==> src/rtl/core/fdh_pkg.sv <==
// Shared constants and controller/datapath handshake types for the density histogram.
package fdh_pkg;

    // Grid and component geometry.
    localparam int GRID_X     = 32;
    localparam int GRID_Y     = 32;
    localparam int GRID_Z     = 32;
    localparam int COMPONENTS = 8;

    localparam int XW      = $clog2(GRID_X);
    localparam int YW      = $clog2(GRID_Y);
    localparam int ZW      = $clog2(GRID_Z);
    localparam int CMP_IW  = $clog2(COMPONENTS);
    localparam int BIN_W   = 5;
    localparam int XRW     = (XW > BIN_W) ? XW : BIN_W;
    localparam int YRW     = (YW > BIN_W) ? YW : BIN_W;
    localparam int ZRW     = (ZW > BIN_W) ? ZW : BIN_W;

    // Histogram store.
    localparam int DEPTH   = COMPONENTS * GRID_X * GRID_Y * GRID_Z;
    localparam int AW      = $clog2(DEPTH);

    // Fixed-point widths.
    localparam int FRAC_W     = 48;
    localparam int GRID_MUL_W = 9;
    localparam int BP_W       = FRAC_W + GRID_MUL_W;
    localparam int CNT_W      = 32;

    // Multiplier sequence: six products, then a final step that adds the last one.
    localparam int MUL_STEPS = 6;
    localparam int STEP_W    = 3;

    // Configuration register indexes.
    localparam int CFG_IDX_W = 3;
    localparam logic [CFG_IDX_W-1:0] CFG_INV_XX = 3'd0;
    localparam logic [CFG_IDX_W-1:0] CFG_INV_XY = 3'd1;
    localparam logic [CFG_IDX_W-1:0] CFG_INV_XZ = 3'd2;
    localparam logic [CFG_IDX_W-1:0] CFG_INV_YY = 3'd3;
    localparam logic [CFG_IDX_W-1:0] CFG_INV_YZ = 3'd4;
    localparam logic [CFG_IDX_W-1:0] CFG_INV_ZZ = 3'd5;

    // Item actions.
    localparam logic ACT_SAMPLE = 1'b0;
    localparam logic ACT_READ   = 1'b1;

    typedef struct packed {
        logic              load;
        logic              mul;
        logic [STEP_W-1:0] step;
        logic              bin;
        logic              rd;
        logic              upd;
        logic              clr;
    } t_dp_cmd;

    typedef struct packed {
        logic clr_last;
        logic out_free;
    } t_dp_sts;

endpackage

==> src/rtl/core/fdh_ctrl.sv <==
// Controller: sequences clearing, multiply steps, binning and the memory read-modify-write.
module fdh_ctrl import fdh_pkg::*; (
    input  logic    i_clk,
    input  logic    i_rst_n,
    input  logic    i_in_valid,
    input  logic    i_in_action,
    output logic    o_in_ready,
    output t_dp_cmd o_cmd,
    input  t_dp_sts i_sts
);

    localparam logic [2:0] S_CLEAR = 3'd0;
    localparam logic [2:0] S_IDLE  = 3'd1;
    localparam logic [2:0] S_MUL   = 3'd2;
    localparam logic [2:0] S_BIN   = 3'd3;
    localparam logic [2:0] S_RD    = 3'd4;
    localparam logic [2:0] S_UPD   = 3'd5;

    logic [2:0]        r_state, n_state;
    logic [STEP_W-1:0] r_step, n_step;

    always_ff @(posedge i_clk) begin
        if (!i_rst_n) begin
            r_state <= S_CLEAR;
            r_step  <= '0;
        end else begin
            r_state <= n_state;
            r_step  <= n_step;
        end
    end

    always_comb begin
        n_state    = r_state;
        n_step     = r_step;
        o_in_ready = 1'b0;
        o_cmd      = '0;
        o_cmd.step = r_step;
        unique case (r_state)
            S_CLEAR: begin
                o_cmd.clr = 1'b1;
                if (i_sts.clr_last) begin
                    n_state = S_IDLE;
                end
            end
            S_IDLE: begin
                o_in_ready = 1'b1;
                if (i_in_valid) begin
                    o_cmd.load = 1'b1;
                    n_step     = '0;
                    n_state    = (i_in_action == ACT_READ) ? S_BIN : S_MUL;
                end
            end
            S_MUL: begin
                o_cmd.mul = 1'b1;
                n_step    = r_step + STEP_W'(1);
                if (r_step == STEP_W'(MUL_STEPS)) begin
                    n_state = S_BIN;
                end
            end
            S_BIN: begin
                o_cmd.bin = 1'b1;
                n_state   = S_RD;
            end
            S_RD: begin
                o_cmd.rd = 1'b1;
                n_state  = S_UPD;
            end
            S_UPD: begin
                if (i_sts.out_free) begin
                    o_cmd.upd = 1'b1;
                    n_state   = S_IDLE;
                end
            end
            default: begin
                n_state = S_IDLE;
            end
        endcase
    end

endmodule

==> config.mk <==
export PLATFORM = sky130hd
export DESIGN_NAME = fdh_ctrl
export DESIGN_NICKNAME = d
export VERILOG_FILES = /design/src/rtl/core/fdh_pkg.sv /design/src/rtl/core/fdh_ctrl.sv
export SDC_FILE = /design/constraint.sdc
export NUM_CORES = 1
export LEC_CHECK = 0
export BUFFER_PORTS_ARGS = -buffer_cell sky130_fd_sc_hd__clkbuf_2
export CAP_MARGIN = 20
export CORE_AREA = 3 3 40 42
export CTS_CLUSTER_SIZE = 24
export DETAILED_ROUTE_END_ITERATION = 10
export DIE_AREA = 0 0 43 45
export GPL_TIMING_DRIVEN = 0
export PLACE_DENSITY = 0.63
export SKIP_CTS_REPAIR_TIMING = 1
export SYNTH_ARGS = -nofsm -noshare
export SYNTH_HDL_FRONTEND = slang
export SYNTH_SLANG_ARGS = --single-unit
==> constraint.sdc <==
create_clock -name i_clk -period 2.5 [get_ports i_clk]
set_clock_uncertainty 0.1 [all_clocks]
set_input_delay 0.25 -clock i_clk [delete_from_list [all_inputs] [get_ports i_clk]]
set_output_delay 0.25 -clock i_clk [all_outputs]
set_load 0.05 [all_outputs]
# Word-level counts from Yosys, hierarchy flattened
# Cells that the tools add are included.
dict set report totals {
  register_bits 6
  inputBits 6
}
dict set report op_classes {
  add_sub_neg 1
  eq_ne 10
  mux 17
  reduce_logical 4
}
# op n
set op_table {}
lappend op_table {{case mux 3 bit (6 select lines)} 1}
lappend op_table {{2-to-1 mux 3 bit} 5}
lappend op_table {{2-to-1 mux 1 bit} 10}
lappend op_table {{equality test 3 bit (second input constant)} 3}
lappend op_table {{!= test 2 bit (second input constant)} 4}
lappend op_table {{equality test 3 x 2 -> 1 bit (second input constant)} 2}
lappend op_table {{case mux 3 bit (2 select lines)} 1}
lappend op_table {{AND reduction 4 bit} 1}
lappend op_table {{adder 3 x 1 -> 3 bit (second input constant)} 1}
lappend op_table {{equality test 3 x 1 -> 1 bit (second input constant)} 1}
lappend op_table {{zero test 3 bit} 1}
lappend op_table {{AND reduction 2 bit} 1}
lappend op_table {{nonzero test 2 bit} 1}

# Longest topological paths before layout
# Gate-level depths: netlist (run 1).
dict set report logic_depth {
  depth_word 3
  ltp_mapped 5
  mapped_depth_nobuf 5
}

# Worst setup path after synthesis (run 1)
# No wires, ideal clock.
dict set report synth_timing {
  path_type {flip-flop to output port}
  startpoint {register r_state[0]}
  endpoint {output port o_cmd[0] in the netlist's numbering}
  arrival_ps 1515
  path_slack_ps 635
  stages_incl_launch_ff 3
  n_path_buf 1
  path_cell_list {dfxtp_1 > buf_6 > nor3_1}
}
# item line
set synth_rtl {}
lappend synth_rtl {{start, declared} fdh_ctrl.sv:19} ;# logic [2:0] r_state, n_state;
lappend synth_rtl {{start signal, assigned} fdh_ctrl.sv:27} ;# r_state <= n_state;
lappend synth_rtl {{end, declared} fdh_ctrl.sv:8} ;# output t_dp_cmd o_cmd,

==> impl_metrics.json, run 1 <==
{
  "synth.cell_area_um2": 395,
  "yosys.area.top_type": "dfxtp_1",
  "syn-instance-count": 41,
  "synth_top_area_cells": "dfxtp_1 30%, ha_1 6.3%, nor2b_1 6.3%, nor3b_4 4.7%, and4bb_4 4.1%",
  "crit_path_cell_trace": "buf_6 -> nor2b_1 -> and2_1 -> clkbuf_2",
  "cts_num_sinks": 6,
  "num_vias": 361,
  "tritoncts.num_buffers": 3,
  "max_cap_viol_count": 0,
  "async_flop_share_pct": 0,
  "antenna_violations_before_repair": 0,
  "yosys_most_used_dff": "dfxtp_1",
  "hold_crit_class": "in -> reg",
  "setup.worst_path.class": "reg -> out",
  "period_share_pct": 67.8,
  "final_setup_vio_count": 0,
  "tritoncts": "yes",
  "initial_utilization_pct": 30.8,
  "power.ir.vdd_worst_mv": 0.232,
  "yosysWarningCount": 0,
  "root_buffer_selected_by_cts": "clkbuf_4",
  "maxSlewViolCount": 0,
  "cp_data_required_time_ps": 2150,
  "outcome": "finished, final reports clean",
  "setup.worst_path.end_class": "output pin",
  "dpl_worst_slack_ps": 1070,
  "setup-tns-final_ps": 0,
  "cp.arrival_ps": 1350,
  "timing.final.crit_period_ps": 1700,
  "grt_start_max_net_pins": 11,
  "drt-wirelength-per-cell_um": 11.3,
  "synth_seq_cells": 6,
  "die_y_um": 45,
  "slew_headroom_pct": 77.7,
  "ctsLongestPathBuffers": 2,
  "htree_levels": 1,
  "synth_enable_flop_cells": 0,
  "endpoints_failing_hold": 0,
  "delay_heaviest_family_cp": "buffers and inverters",
  "clk_transition_reported_paths_ps": 50,
  "leakage_dissipation_uw": 0.000234,
  "grt_pass1_vias": 318,
  "drt_iter0_markers": 6,
  "drt-pass1-iter-count": 2,
  "crit_path_top_delay_cell": "dfxtp_1",
  "cp-start-kind": "flop",
  "fillers": 144,
  "finalNetCount": 69,
  "critical-path-max-stage-delay_ps": 320,
  "dp_hpwl_um": 644,
  "num_rows": 13,
  "drcViolationCount": 0,
  "place.gp.congestion": 0.671,
  "grt_remaining_overflow": 0,
  "die_area_um2": 1940,
  "worst-slew-pin-transition_ps": 334,
  "crit_fanout": 10,
  "area_delta_synth_final_pct": 29.4,
  "final_antenna_net_count": 0,
  "clock_insertion_delay_worst_skew_ps": 250,
  "grtUsageTotal_pct": 10.1,
  "io_buffer_count": 15,
  "unrepaired_setup_endpoints_after_global_routing": "no",
  "core_um2": 1280,
  "ys_seq_area_share_pct": 30.4,
  "area_of_the_multi_input_gates_um2": 253,
  "finalPower_uw": 298,
  "syn_nets": 49,
  "register_cell_area_after_layout_um2": 120,
  "cellPowerDensity_nw_per_um2": 581,
  "fmax_mhz": 590,
  "wl_um": 835,
  "drive_above_1_share_pct": 44.1,
  "global_route_wire_length_before_repair_um": 1440,
  "syn_area_per_cell_um2": 9.64,
  "diodes_inserted": 0,
  "die-width_um": 43,
  "number_of_distinct_library_cells_after_synthesis": 26,
  "final.setup.worst_slack_ps": 804,
  "io_pins": 16,
  "drt-vias-per-instance": 4.88,
  "synth_top_area_share_pct": 30.4,
  "critical_path_buf_inv_count": 2
}
==> cell families (layout without fill, tap and decap cells) <==
| family | count (synthesis) | in the layout | share of synthesized area [%] |
|---|---|---|---|
| muxes | 1 | 1 | 2.53 |
| xor gates and xnor gates | 1 | 1 | 2.22 |
| AOI/OAI and AO/OA | 7 | 7 | 13.9 |
| buffers and inverters | 3 | 21 | 5.70 |
| and+or+nand+nor | 21 | 21 | 38.9 |
| DFF | 6 | 6 | 30.4 |
| adders and majority gates | 2 | 2 | 6.33 |
==> worst paths after layout <==
check	depth (start not counted)	to	startpoint	slack, ps
setup / recovery	4	o_cmd[3]	r_state[0]	800
hold / removal	2	r_state[2]	i_rst_n	220
setup reg to reg	5	r_state[0]	r_step[0]	1200
hold reg to reg	2	r_step[1]	r_step[1]	410
==> through the flow <==
step	hold WS (ps)	std cells	cell area (um^2)	util, %
2_1_floorplan	268	41	395	-
3_3_place_gp	399	71	489	38.1
3_5_place_dp	406	71	489	38.1
4_1_cts	218	74	512	39.8
5_1_grt	246	74	512	39.8
6_report	225	74	512	39.8
==> power by group <==
group	leakage (uW)	internal, uW	switching, uW	total, uW
sequential	0.0000489	101	4.79	106
clock	0.0000138	54.5	37.7	92.2
combinational	0.000172	33.2	65.9	99.2
total	0.000234	189	108	298
==> sequential cells by signal, indices dropped and copies added (netlist names) <==
| signal | flops |
|---|---|
| r_state | 3 |
| r_step | 3 |
==> placed cells by master (no fill, tap or decap) <==
master and count:
nor2b_1 4, nand3b_1 1, ha_1 2, nor3b_2 1, a21oi_1 2, o21ai_0 1, o311a_2 1, nand2b_1 1
xnor2_1 1, mux2i_1 1, a31o_1 1, buf_4 1, nor2_1 3, clkbuf_4 3, nor3_1 1, o21a_1 1
and4bb_1 1, nor3b_4 1, clkbuf_2 15, dfxtp_1 6, nand2_1 4, nor3b_1 1, and4bb_4 1, inv_1 1
o31ai_2 1, and2_1 1, buf_6 1, nor3_2 1
==> layer usage <==
layer	vias to the layer above	GRT usage [%]	share of wire, %
li1	181	-	-
met1	172	13.0	46
met2	8	14.7	49
met3	0	3.59	4.9
met4	0	5.42	0
met5	-	0	0
==> worst reg2reg max path, delay by kind of cell (launching register included) <==
kind,cells,cell delay (ps)
AO/OA/AOI/OAI,2,390
flip-flops,1,360
adder cells (fa/ha/maj),1,190
buffers and inverters,1,80
AND/OR/NAND/NOR,1,60
==> cell type report <==
type / instances / share of cell area, %
multi-input combinational: 32 / 49.4
inverter: 1 / 0.733
timing repair buffer: 15 / 14.7
sequential: 6 / 23.5
tap: 15 / 3.67
clock buffer: 3 / 4.40
buffer: 2 / 3.67
==> synthesized netlist by cell type (all sizes together) (2+ instances only) <==
library cell / n
nor3: 2
buf: 2
nor2: 3
and4bb: 2
ha: 2
a21oi: 2
dfxtp: 6
nand2: 4
nor3b: 3
nor2b: 4
No activity file was read; power rests on OpenSTA's default activity.
==> run 2, diff against run 1 <==
- PLACE_DENSITY: 0.63 -> 0.65
- clock period: 2.5 -> 1.5 ns (I/O delays scaled with it)
==> impl_metrics.json, run 2 (synthesis results as in run 1) <==
{
  "cp_data_required_time_ps": 1250,
  "outcome": "finished, final reports clean",
  "tritoncts": "yes",
  "endpoints_failing_hold": 0,
  "final.setup.worst_slack_ps": 68.8,
  "power.ir.vdd_worst_mv": 0.411,
  "finalPower_uw": 523,
  "crit_path_cell_trace": "and4bb_4 -> buf_6",
  "final_antenna_net_count": 0,
  "diodes_inserted": 0,
  "power.switching_uw": 181,
  "r2r-start": "r_step[0]",
  "layout.cells.most_common_list": "9 x clkbuf_2, 6 x buf_6, 4 x buf_4, 4 x nand2_1, 4 x dfxtp_1",
  "cts_num_sinks": 6,
  "antenna_violations_before_repair": 0,
  "place.gp.congestion": 0.676,
  "switching_share_pct": 34.6,
  "clk_transition_reported_paths_ps": 40,
  "period_share_pct": 95.4,
  "drt-vias-per-instance": 4.75,
  "timing.hold.worst.start": "i_rst_n",
  "crit_path_start": "r_state[2]",
  "leakage_dissipation_uw": 0.000266,
  "die_y_um": 45,
  "io_pins": 16,
  "dpl_worst_slack_ps": 173,
  "io_buffer_count": 15,
  "drt-pass1-iter-count": 3,
  "fmax_mhz": 699,
  "cellInternalPower_uw": 342,
  "maxSlewViolCount": 0,
  "hold_crit_class": "in -> reg",
  "finalCoreUtilization_pct": 46.3,
  "slew_headroom_pct": 81.6,
  "setup.worst_path.class": "reg -> out",
  "htree_levels": 1,
  "drt_iter0_markers": 7,
  "global_route_wire_length_before_repair_um": 1470,
  "critical-path-max-stage-delay_ps": 390,
  "finalNetCount": 71,
  "setup-tns-final_ps": 0,
  "cellPowerDensity_nw_per_um2": 879,
  "grt_remaining_overflow": 0,
  "dp_hpwl_um": 636,
  "num_vias": 361,
  "tritoncts.num_buffers": 3,
  "die_area_um2": 1940,
  "max_cap_viol_count": 0,
  "largestRegisters": "r_state (3), r_step (3)",
  "worst-slew-pin-transition_ps": 277,
  "proportion_of_power_drawn_by_the_clock_network_pct": 27.8,
  "cp.arrival_ps": 1180,
  "cp-start-kind": "flop",
  "drcViolationCount": 0,
  "grtUsageTotal_pct": 10.3,
  "area_delta_synth_final_pct": 50.6,
  "final_setup_vio_count": 0,
  "ctsLongestPathBuffers": 2,
  "initial_utilization_pct": 30.8,
  "num_rows": 13,
  "die-width_um": 43,
  "core_um2": 1280,
  "mostFrequentLayoutCell": "clkbuf_2",
  "drt-wirelength-per-cell_um": 11.6,
  "grt_start_max_net_pins": 11,
  "crit_fanout": 8,
  "grt_pass1_vias": 356,
  "wl_um": 878,
  "setup.worst_path.end_class": "output pin",
  "root_buffer_selected_by_cts": "clkbuf_4",
  "power.sequential.fraction_pct": 34.1,
  "drive_above_1_share_pct": 59.0,
  "clock_insertion_delay_worst_skew_ps": 240,
  "comb_power_share_pct": 38.0,
  "timing.final.crit_period_ps": 1430,
  "crit_path_top_delay_cell": "dfxtp_2"
}
==> run 2: cell count changes in the layout (fill, tap and decap cells not counted), moves of 2 or more <==
cell and delta:
buf_6 +5, nor2b_1 -2, dfxtp_2 +2, buf_4 +3, clkbuf_2 -6, nor2b_4 +2
dfxtp_1 -2
==> run 2: critical path, delay by kind of cell, from the launching register on <==
family	cells	cell delay [ps]
simple gates	1	380
buf+inv	1	170
flops	1	390
==> run 2: area by class of cell <==
cell class | instances | area [um^2]
tap | 15 | 18.8
multi-input combinational | 32 | 285
fill | 131 | 689
clock buffer | 3 | 22.5
inverter | 1 | 3.75
sequential | 6 | 123
timing repair buffer | 17 | 124
buffer | 2 | 18.8
==> run 2: per-stage QoR <==
stage               instances  hold slack, ps  area (um^2)
floorplan                  41             168          404
finish                     76             131          596
global route               76             133          596
global placement           71             377          498
CTS                        74             125          520
detailed placement         71             385          498
==> run 2: power groups by stage <==
stage	Clock [uW]	Sequential (uW)	Combinational (uW)
final	145	179	199
after global routing	166	180	213
after CTS	153	177	171
after detailed placement	0	180	170
after global placement	0	180	169
after floorplan	0	187	127
==> run 2: worst paths after layout <==
kind | slack [ps] | to | depth (start not counted)
min reg2reg | 410 | r_step[1] | 2
max reg2reg | 250 | r_state[0] | 5
min | 130 | r_state[2] | 2
max | 70 | o_cmd[8] | 2
==> run 2: routing by layer <==
metal / routed length (um) / vias up / track usage [%]
li1: - / 187 / -
met1: 362 / 168 / 11.3
met2: 486 / 4 / 16.8
met3: 13 / 2 / 4.78
met4: 16 / 0 / 5.42
met5: 0 / - / 0
